**config.mk**
```make
export PLATFORM = sky130hd
export DESIGN_NAME = twap_order_slicer
export DESIGN_NICKNAME = d
export VERILOG_FILES = /design/src/design/tos_pkg.sv /design/src/design/twap_order_slicer.sv
export SDC_FILE = /design/constraint.sdc
export NUM_CORES = 1
export LEC_CHECK = 0
export BUFFER_PORTS_ARGS = -buffer_cell sky130_fd_sc_hd__buf_2
export CORE_ASPECT_RATIO = 1.5
export CORE_UTILIZATION = 60
export DETAILED_ROUTE_END_ITERATION = 8
export HOLD_SLACK_MARGIN = 0.03
export PLACE_DENSITY = 0.87
export SETUP_SLACK_MARGIN = 0.15
export SLEW_MARGIN = 25
export SYNTH_ARGS = -nofsm -noshare
export SYNTH_HDL_FRONTEND = slang
export SYNTH_SLANG_ARGS = --single-unit
```
**constraint.sdc**
```tcl
create_clock -name clk -period 21.1 [get_ports clk]
set_input_delay 4.22 -clock clk [delete_from_list [all_inputs] [get_ports clk]]
set_output_delay 4.22 -clock clk [all_outputs]
set_load 0.05 [all_outputs]
```
**src/design/tos_pkg.sv**
```systemverilog
// ----------------------------------------------------------------------------
// tos_pkg
// Shared types and constants for the order slicer: request and result
// layouts, status codes and sequencer states.
// ----------------------------------------------------------------------------
package tos_pkg;

  // Fixed field widths
  localparam int ID_W    = 32;
  localparam int QTY_W   = 32;
  localparam int SEQ_W   = 32;
  localparam int TIME_W  = 48;
  localparam int LIMIT_W = 7;

  // Signed window difference and divider dividend width
  localparam int DIFF_W    = TIME_W + 1;
  localparam int DIV_STEPS = DIFF_W;
  localparam int STEP_W    = $clog2(DIV_STEPS);

  typedef enum logic [1:0] {
    ST_OK       = 2'd0,
    ST_BAD_ID   = 2'd1,
    ST_OVERFLOW = 2'd2
  } status_t;

  typedef enum logic [2:0] {
    S_IDLE,
    S_CHECK,
    S_DIV_QTY,
    S_DIV_TIME,
    S_EMIT
  } state_t;

  typedef struct packed {
    logic              eligible;
    logic [QTY_W-1:0]  remaining_qty;
    logic [TIME_W-1:0] window_start;
    logic [TIME_W-1:0] window_end;
    logic [ID_W-1:0]   parent_id;
    logic              order_side;
    logic [ID_W-1:0]   first_child_id;
    logic [SEQ_W-1:0]  first_sequence;
  } request_t;

  typedef struct packed {
    logic [ID_W-1:0]   child_id;
    logic [ID_W-1:0]   child_parent_id;
    logic              child_side;
    logic [QTY_W-1:0]  child_qty;
    logic [TIME_W-1:0] child_time;
    logic [SEQ_W-1:0]  child_sequence;
    status_t           status;
    logic              last;
  } result_t;

endpackage

```
**src/design/twap_order_slicer.sv**
```systemverilog
// ----------------------------------------------------------------------------
// twap_order_slicer
// Splits one parent order into evenly sized, evenly timed market children.
// ----------------------------------------------------------------------------
// A parent request is taken when start is high and busy is low. Results
// appear one per cycle on result, each marked by result_strobe for a single
// cycle; the receiver cannot hold them off, so it must take every strobe.
// An ineligible parent gives no result and leaves the block idle. A parent
// with a zero first id or sequence, zero quantity or an id or sequence
// range overflow gives one error result, registered from the check state,
// with last set. A good parent keeps busy high through the check state,
// then two 49-step passes of a shared restoring divider (quantity by n,
// then window length by n), then n children, one per cycle, where
// n = min(quantity, slice limit). The slice limit is written through the
// cfg channel while the block is idle; 0 reads as 1 and values above
// MAX_SLICES saturate.
// ----------------------------------------------------------------------------
module twap_order_slicer #(
  parameter int MAX_SLICES = 64
) (
  input  logic                             clk,
  input  logic                             rst,
  // parent request
  input  logic                             start,
  output logic                             busy,
  input  tos_pkg::request_t                request,
  // child results
  output logic                             result_strobe,
  output tos_pkg::result_t                 result,
  // slice limit register
  input  logic                             cfg_valid,
  output logic                             cfg_ready,
  input  logic [tos_pkg::LIMIT_W-1:0]      cfg_data
);

  localparam int CNT_W = $clog2(MAX_SLICES + 1);
  localparam int IDC_W = tos_pkg::ID_W + 1;
  localparam int SQC_W = tos_pkg::SEQ_W + 1;
  localparam int DW    = tos_pkg::DIFF_W;

  tos_pkg::state_t state, state_next;

  // Configuration
  logic [tos_pkg::LIMIT_W-1:0] slice_limit;

  // Latched parent
  logic [tos_pkg::QTY_W-1:0]   parent_qty;
  logic [tos_pkg::TIME_W-1:0]  parent_start;
  logic [tos_pkg::ID_W-1:0]    parent_id;
  logic                        parent_side;
  logic [tos_pkg::ID_W-1:0]    first_id;
  logic [tos_pkg::SEQ_W-1:0]   first_seq;
  logic [DW-1:0]               window_diff;

  // Slicing state
  logic [CNT_W-1:0]            slice_total;
  logic [CNT_W-1:0]            slice_index;
  logic [tos_pkg::QTY_W-1:0]   base_share;
  logic [CNT_W-1:0]            extra_count;
  logic [tos_pkg::TIME_W-1:0]  slot_interval;
  logic [tos_pkg::ID_W-1:0]    cur_id;
  logic [tos_pkg::SEQ_W-1:0]   cur_seq;
  logic [tos_pkg::TIME_W-1:0]  cur_time;

  // Shared divider
  logic [DW-1:0]               div_num;
  logic [CNT_W-1:0]            div_rem;
  logic [tos_pkg::STEP_W-1:0]  div_cnt;
  logic [CNT_W:0]              div_part;
  logic                        div_ge;
  logic [CNT_W-1:0]            div_rem_next;
  logic [DW-1:0]               div_num_next;
  logic                        div_last;

  // Combinational helpers
  logic                        accept;
  logic [CNT_W-1:0]            limit_sat;
  logic [CNT_W-1:0]            slice_req;
  logic                        bad_id;
  logic                        id_over;
  logic                        seq_over;
  logic                        emit_last;
  logic                        extra_bit;
  logic [DW-1:0]               diff_mag;
  logic [DW-1:0]               quot_signed;

  // Saturate the limit and clip it to the parent quantity
  always_comb begin
    priority if (slice_limit == '0) begin
      limit_sat = CNT_W'(1);
    end else if (slice_limit > tos_pkg::LIMIT_W'(MAX_SLICES)) begin
      limit_sat = CNT_W'(MAX_SLICES);
    end else begin
      limit_sat = CNT_W'(slice_limit);
    end
    if (request.remaining_qty < tos_pkg::QTY_W'(limit_sat)) begin
      slice_req = CNT_W'(request.remaining_qty);
    end else begin
      slice_req = limit_sat;
    end
  end

  // Parent checks
  assign bad_id   = (first_id == '0) || (first_seq == '0);
  assign id_over  = ({1'b0, first_id} + IDC_W'(slice_total - CNT_W'(1)))
                    > IDC_W'({tos_pkg::ID_W{1'b1}});
  assign seq_over = ({1'b0, first_seq} + SQC_W'(slice_total - CNT_W'(1)))
                    > SQC_W'({tos_pkg::SEQ_W{1'b1}});

  // One restoring division step
  always_comb begin
    div_part     = {div_rem, div_num[DW-1]};
    div_ge       = div_part >= {1'b0, slice_total};
    div_rem_next = div_ge ? CNT_W'(div_part - {1'b0, slice_total})
                          : CNT_W'(div_part);
    div_num_next = {div_num[DW-2:0], div_ge};
    div_last     = div_cnt == tos_pkg::STEP_W'(tos_pkg::DIV_STEPS - 1);
  end

  assign diff_mag    = window_diff[DW-1] ? (~window_diff + DW'(1)) : window_diff;
  assign quot_signed = window_diff[DW-1] ? (~div_num_next + DW'(1)) : div_num_next;
  assign emit_last   = slice_index == (slice_total - CNT_W'(1));
  assign extra_bit   = slice_index < extra_count;

  // Next state
  always_comb begin
    state_next = state;
    unique case (state)
      tos_pkg::S_IDLE: begin
        if (accept && request.eligible) state_next = tos_pkg::S_CHECK;
      end
      tos_pkg::S_CHECK: begin
        if (bad_id || slice_total == '0 || id_over || seq_over) begin
          state_next = tos_pkg::S_IDLE;
        end else begin
          state_next = tos_pkg::S_DIV_QTY;
        end
      end
      tos_pkg::S_DIV_QTY: begin
        if (div_last) state_next = tos_pkg::S_DIV_TIME;
      end
      tos_pkg::S_DIV_TIME: begin
        if (div_last) state_next = tos_pkg::S_EMIT;
      end
      tos_pkg::S_EMIT: begin
        if (emit_last) state_next = tos_pkg::S_IDLE;
      end
      default: state_next = tos_pkg::S_IDLE;
    endcase
  end

  // Handshake outputs
  always_comb begin
    busy      = state != tos_pkg::S_IDLE;
    cfg_ready = state == tos_pkg::S_IDLE;
    accept    = start && (state == tos_pkg::S_IDLE);
  end

  // Control registers
  always_ff @(posedge clk) begin
    if (rst) begin
      state         <= tos_pkg::S_IDLE;
      slice_limit   <= tos_pkg::LIMIT_W'(1);
      result_strobe <= 1'b0;
    end else begin
      state         <= state_next;
      if (cfg_valid && cfg_ready) slice_limit <= cfg_data;
      result_strobe <= ((state == tos_pkg::S_CHECK) &&
                        (bad_id || slice_total == '0 || id_over || seq_over)) ||
                       (state == tos_pkg::S_EMIT);
    end
  end

  // Slicing counters
  always_ff @(posedge clk) begin
    if (rst) begin
      slice_total <= '0;
      slice_index <= '0;
      extra_count <= '0;
      base_share  <= '0;
      slot_interval <= '0;
      div_cnt     <= '0;
    end else begin
      unique case (state)
        tos_pkg::S_IDLE: begin
          if (accept) slice_total <= slice_req;
          div_cnt <= '0;
        end
        tos_pkg::S_CHECK: begin
          div_cnt <= '0;
        end
        tos_pkg::S_DIV_QTY: begin
          div_cnt <= div_last ? '0 : div_cnt + tos_pkg::STEP_W'(1);
          if (div_last) begin
            base_share  <= div_num_next[tos_pkg::QTY_W-1:0];
            extra_count <= div_rem_next;
          end
        end
        tos_pkg::S_DIV_TIME: begin
          div_cnt <= div_last ? '0 : div_cnt + tos_pkg::STEP_W'(1);
          if (div_last) begin
            slot_interval <= quot_signed[tos_pkg::TIME_W-1:0];
            slice_index   <= '0;
          end
        end
        tos_pkg::S_EMIT: begin
          slice_index <= emit_last ? '0 : slice_index + CNT_W'(1);
        end
        default: begin
          div_cnt <= '0;
        end
      endcase
    end
  end

  // Payload: latch the parent, run the divider, build results
  always_ff @(posedge clk) begin
    unique case (state)
      tos_pkg::S_IDLE: begin
        if (accept) begin
          parent_qty   <= request.remaining_qty;
          parent_start <= request.window_start;
          parent_id    <= request.parent_id;
          parent_side  <= request.order_side;
          first_id     <= request.first_child_id;
          first_seq    <= request.first_sequence;
          window_diff  <= {1'b0, request.window_end} - {1'b0, request.window_start};
        end
      end
      tos_pkg::S_CHECK: begin
        div_num <= DW'(parent_qty);
        div_rem <= '0;
        // error result: every field zero apart from status and last
        result  <= '{child_id:        '0,
                     child_parent_id: '0,
                     child_side:      1'b0,
                     child_qty:       '0,
                     child_time:      '0,
                     child_sequence:  '0,
                     status:          (bad_id ? tos_pkg::ST_BAD_ID
                                              : tos_pkg::ST_OVERFLOW),
                     last:            1'b1};
      end
      tos_pkg::S_DIV_QTY: begin
        if (div_last) begin
          div_num <= diff_mag;
          div_rem <= '0;
        end else begin
          div_num <= div_num_next;
          div_rem <= div_rem_next;
        end
      end
      tos_pkg::S_DIV_TIME: begin
        div_num <= div_num_next;
        div_rem <= div_rem_next;
        if (div_last) begin
          cur_id   <= first_id;
          cur_seq  <= first_seq;
          cur_time <= parent_start;
        end
      end
      tos_pkg::S_EMIT: begin
        result.child_id        <= cur_id;
        result.child_parent_id <= parent_id;
        result.child_side      <= parent_side;
        result.child_qty       <= base_share + tos_pkg::QTY_W'(extra_bit);
        result.child_time      <= cur_time;
        result.child_sequence  <= cur_seq;
        result.status          <= tos_pkg::ST_OK;
        result.last            <= emit_last;
        cur_id   <= cur_id + tos_pkg::ID_W'(1);
        cur_seq  <= cur_seq + tos_pkg::SEQ_W'(1);
        cur_time <= cur_time + slot_interval;
      end
      default: begin
        div_rem <= '0;
      end
    endcase
  end

`ifndef SYNTHESIS
  // Error results always close their parent
  a_err_last: assert property (@(posedge clk) disable iff (rst)
    result_strobe && (result.status != tos_pkg::ST_OK) |-> result.last)
    else $error("error result without last");

  // Good children come only from the emit phase
  a_ok_from_emit: assert property (@(posedge clk) disable iff (rst)
    result_strobe && (result.status == tos_pkg::ST_OK)
      |-> $past(state == tos_pkg::S_EMIT))
    else $error("child result outside emit phase");

  // Emission never runs past the slice count
  a_index_range: assert property (@(posedge clk) disable iff (rst)
    (state == tos_pkg::S_EMIT) |-> (slice_index < slice_total))
    else $error("slice index beyond slice total");

  // The block is free once the final result is shown
  a_idle_after_last: assert property (@(posedge clk) disable iff (rst)
    result_strobe && result.last |-> !busy)
    else $error("busy after final result");
`endif

endmodule

```
* Yosys cells after proc, flatten, opt, wreduce, memory -nomap -nowiden
Index checks and enable logic that the tools add are counted.
** Storage, ports and cells
- Flip-flop bits (word level) :: 692
- Input port bits :: 237
- Word-level logic and storage cells :: 115
** Operators by class
- Add/subtract/negate cells :: 14
- Magnitude comparators :: 6
- Equal/unequal tests :: 10
- Muxes and demuxes :: 29
- Bitwise operators :: 2
- Reduce and logical (&&, ||, !) cells :: 25
** Operators by type and width (count)
- 180-bit case mux with 2 select lines :: 1
- 49-bit case mux with 3 select lines :: 1
- 32-bit case mux with 2 select lines :: 2
- 49-bit two-way mux :: 2
- 48-bit two-way mux :: 2
- 48-bit case mux with 2 select lines :: 1
- 32-bit by 33-bit adder with 33-bit output :: 2
- 33-bit by 32-bit greater-than comparator with 1-bit output, second input constant :: 2
- 32-bit by 1-bit adder with 32-bit output, second input constant :: 2
- 32-bit logical NOT :: 2
- 32-bit two-way mux :: 2
- 49-bit by 1-bit adder with 49-bit output, second input constant :: 1
- 7-bit two-way mux :: 7
- 49-bit inverter :: 1
- 48-bit by 48-bit subtractor with 49-bit output :: 1
- 48-bit by 1-bit adder with 48-bit output, second input constant :: 1
- 48-bit adder :: 1
- 48-bit inverter :: 1
- 32-bit by 1-bit adder with 32-bit output :: 1
- 32-bit by 7-bit < comparator with 1-bit output :: 1
- 7-bit case mux with 3 select lines :: 1
- 3-bit case mux with 5 select lines :: 1
- 7-bit logical NOT :: 2
- 7-bit case mux with 2 select lines :: 1
- 27 further kinds :: 47

* Depth between registers and ports, before layout
- Depth after elaboration :: 7
- Gate-level depth with buffers :: 21
- Mapped depth without buffers :: 20

* Worst setup path after synthesis
No wires, ideal clock.
- Kind :: input-to-reg
- Start point :: input port start
- End point :: register slice_total[0]
- Data arrival time :: 11.127 ns
- Required time :: 20.621 ns
- Path slack :: 9.494 ns
- Stages :: 4
- Buffers on the path :: 2
- Cell sequence :: and2_1 > clkbuf_1 > clkbuf_1 > a311oi_1
** Between the ends
- Word-level cells in the longest chain between the ends :: 2
** Ends and longest elaborated chain
- from (decl) :: RTL line twap_order_slicer.sv:24 : input logic start,
- 1-bit logical AND :: RTL line twap_order_slicer.sv:156 : accept = start && (state == tos_pkg::S_IDLE);
- 2-bit AND reduction (no line)
- to (signal assigned) :: RTL line twap_order_slicer.sv:186 : if (accept) slice_total <= slice_req;
- to (decl) :: RTL line twap_order_slicer.sv:56 : logic [CNT_W-1:0] slice_total;
Every way passes these cells.
A chain may end at the register's enable or synchronous reset.

* Worst setup path in the final report
- Start point :: input port request[97] (netlist bit)
- End point :: register window_diff[43] (data pin)
** Between the ends
- Word-level cells in the longest chain between the ends :: 1
** Ends and longest elaborated chain
- from (decl) :: RTL line twap_order_slicer.sv:26 : input tos_pkg::request_t request,
- 48-bit by 48-bit subtractor with 49-bit output :: RTL line twap_order_slicer.sv:227 : window_diff <= {1'b0, request.window_end} - {1'b0, request.window_start};
- to (signal assigned) :: RTL line twap_order_slicer.sv:227
- to (decl) :: RTL line twap_order_slicer.sv:53 : logic [DW-1:0] window_diff;
Every way passes these cells.

==> flow_metrics.env <==
export IMPL_grt_ovfl_total=0
export IMPL_crit_fanout=4
export IMPL_first_iter_violations=2259
export IMPL_ir_worst_vdd_mv=0.0477
export IMPL_num_io_pins=420
export IMPL_swShare_pct=26.2
export IMPL_drt_wirelength_per_cell_um=21.3
export IMPL_cts_tree="built"
export IMPL_clock_power_share_pct=37.0
export IMPL_slew_viol_final=0
export IMPL_grt_max_degree=107
export IMPL_drtPass1Iterations=6
export IMPL_place_hpwl_um=71000
export IMPL_yosysSeqAreaShare_pct=54.8
export IMPL_hold_class="register to register"
export IMPL_drc=0
export IMPL_min_from="slot_interval[46]"
export IMPL_ant_nets=0
export IMPL_cts_buffer_depth=3
export IMPL_r2r_cells=19
export IMPL_yosysTopAreaCell="edfxtp_1"
export IMPL_drive_gt1_share_pct=15.3
export IMPL_die_w_um=201
export IMPL_p_per_area_mw_per_mm2=80.0
export IMPL_power_w=0.00325
export IMPL_min_period_ns=7.81
export IMPL_pwr_share_seq_pct=49.8
export IMPL_status="complete, no violations"
export IMPL_startpoint="request[97]"
export IMPL_nets=4148
export IMPL_grtUsageTotal_pct=31.9
export IMPL_clkSinkCount=692
export IMPL_fin_setup_tns_ns=0
export IMPL_syn_area_mm2=0.0357
export IMPL_r2r_start="slice_total[0]"
export IMPL_vias_per_cell=6.11
export IMPL_cap_violations=0
export IMPL_startpoint_type="input port"
export IMPL_rsz0062_at_grt="false"
export IMPL_criticalPathCategory="input port to register"
export IMPL_numPortBuffers=419
export IMPL_die_y_um=301
export IMPL_grt_pass1_wl_um=148000
export IMPL_yosysUniqueCellTypes=68
export IMPL_cts_resized=0
export IMPL_finalSetupViolCount=0
export IMPL_cts_setup_buffers=0
export IMPL_synth_fp_nets=3786
export IMPL_required_ns=21.44
export IMPL_htree_levels=3
export IMPL_antenna_found_initial=11
export IMPL_p_int_w=0.00240
export IMPL_vias=27808
export IMPL_synth_edff_count=574
export IMPL_drt_wl_total_um=97200
export IMPL_rows=109
export IMPL_critPathArrivalTime_ns=8.15
export IMPL_clock_skew_ns=0.0267
export IMPL_cts_inserted_buffers=67
export IMPL_comb_power_share_pct=13.2
export IMPL_ys_ff_latch=692
export IMPL_worstSetupEndpointType="register"
export IMPL_synth_area_leaders="edfxtp_1, ha_1, dfxtp_1"
export IMPL_hold_depth=2
export IMPL_synthFlopType="edfxtp_1"
export IMPL_netlist_instances=3355
export IMPL_slew_headroom_pct=32.2
export IMPL_clockRootBuffer="clkbuf_16"
export IMPL_postCtsHoldBufs=0
export IMPL_async_reset_ff_share_pct=0
export IMPL_power_leakage_nw=16.4
export IMPL_num_fill_cells=4319
export IMPL_finalHoldViolCount=0
export IMPL_post_route_period_util_pct=37.0
export IMPL_clk_pin_slew_ns=0.06
export IMPL_p_sw_w=0.000854
export IMPL_first_global_vias=26993
export IMPL_fmaxAchievable_ghz=0.128
export IMPL_syn_avg_cell_area_um2=10.7
export IMPL_ys_warn_count=0
export IMPL_tightest_slew_ns=1.02
export IMPL_syn_to_final_growth_pct=13.8
export IMPL_synth_top_cell_area_share_pct=48.2
export IMPL_core_region_area_mm2=0.0589
export IMPL_die_area_mm2=0.0606
export IMPL_start_util_pct=60.7
export IMPL_clock_latency_ns=0.62
export IMPL_place_congestion=0.976
==> through the flow <==
stage               cells  utilization (%)  hold WS, ns  setup slack [ns]  area (um^2)
floorplan            3355                -        0.436              9.49        35700
global placement     4425             65.3        0.447             12.99        38500
detailed placement   4425             65.3        0.449             12.93        38500
CTS                  4544             69.0        0.459             13.54        40700
global route         4553             69.1        0.471             13.21        40700
finish               4554             69.1        0.459             13.29        40700
==> routing by layer <==
metal | vias to the layer above | GRT usage [%] | share of wire, %
met1 | 13217 | 35.0 | 35
li1 | 13033 | - | -
met2 | 1247 | 56.9 | 52
met3 | 307 | 3.99 | 6.2
met5 | - | 0 | 0.028
met4 | 4 | 23.3 | 7.6
==> state kept, by name (all words and copies together), names as in the netlist, 48 cells and up <==
register and flops:
result 180, slot_interval 48, parent_start 48, div_num 49, cur_time 48, window_diff 49
==> cell usage in the layout (no fill, tap or decap), types with 8 or more instances in the layout <==
cell	n
edfxtp_1	574
buf_2	418
nand2_1	401
a21oi_1	257
o21ai_0	237
nor2_1	217
ha_1	189
and3_1	186
xor2_1	151
dfxtp_1	117
inv_1	111
xnor2_1	108
a21o_1	78
nand3_1	76
clkbuf_16	69
nand4_1	59
a211oi_1	47
o31ai_1	33
or3_1	32
nor4_1	32
nor3_1	29
buf_4	26
nor2b_1	25
o21a_1	19
clkbuf_1	19
o21bai_1	18
a31oi_1	16
or4_1	14
nand2b_1	14
and2_1	13
o211ai_1	13
or2_2	12
o41ai_1	11
diode_2	10
a311oi_1	10
mux2i_1	10
o21ai_1	8
==> cell type report <==
type | count | area, um^2 | share of cell area [%]
Tap cell | 777 | 972 | 2.39
Antenna cell | 10 | 25.0 | 0.0615
Timing Repair Buffer | 444 | 2290 | 5.62
Sequential cell | 692 | 19600 | 48.2
Clock inverter | 26 | 297 | 0.729
Multi-Input combinational cell | 2400 | 15200 | 37.4
Clock buffer | 93 | 1870 | 4.59
Inverter | 112 | 423 | 1.04
==> critical path, stage by stage <==
cell       delay, ns
buf_2           0.09
inv_1           0.13
ha_1            0.30
nor2b_1         0.08
o21a_1          0.19
a311o_1         0.42
a21oi_1         0.35
nor4_1          0.15
a2111oi_0       0.62
o21ai_0         0.34
a31o_2          0.36
a31oi_1         0.45
o21ai_0         0.24
xor2_1          0.19
==> logic make-up (layout without fill, tap and decap cells) <==
kind of cell | count (synthesis) | count (layout) | synth area share, %
xor+xnor | 259 | 259 | 6.35
mux | 10 | 10 | 0.280
fa+ha+maj | 194 | 194 | 6.89
flops | 692 | 692 | 54.8
simple gates | 1141 | 1141 | 15.4
other cells | 0 | 10 | 0
buf+inv | 263 | 675 | 2.80
compound gates | 796 | 796 | 13.5
==> cell usage after synthesis (4+ instances only) <==
master	count
nor4_1	32
nor2_1	223
a21o_1	78
dfxtp_1	118
nor3b_1	6
o21bai_1	18
xnor2_1	108
o21ai_1	8
or4_1	14
o41ai_1	11
nor3_1	30
nor2b_1	25
a211oi_1	47
a211o_1	4
or2_2	12
and4_1	5
nand2_1	402
edfxtp_1	574
or3_1	32
clkbuf_1	137
buf_1	10
a311oi_1	10
o21a_1	19
inv_1	112
and3_1	186
a21boi_0	4
fa_1	5
nand2b_1	16
and2_1	14
mux2i_1	10
o211ai_1	13
a31o_2	4
nand4_1	59
a21oi_1	258
xor2_1	151
a221o_1	4
o31ai_1	33
o21ai_0	237
a31oi_1	16
nand3_1	77
o31a_1	6
ha_1	189
==> power by group through the flow <==
| stage | Clock, W | Sequential (W) | Combinational [W] |
|---|---|---|---|
| floorplan | 0 | 0.00167 | 0.000251 |
| global placement | 0 | 0.00164 | 0.000409 |
| detailed placement | 0 | 0.00165 | 0.000422 |
| CTS | 0.00122 | 0.00162 | 0.000426 |
| global route | 0.00127 | 0.00162 | 0.000469 |
| finish | 0.00120 | 0.00162 | 0.000428 |
==> final timing paths <==
check | endpoint | slack, ns
min reg2reg | slot_interval[46] | 0.46
max | window_diff[43] | 13.29
min | slot_interval[46] | 0.46
max reg2reg | slot_interval[44] | 16.00
Note: power is estimated with default switching activity, not from simulation.
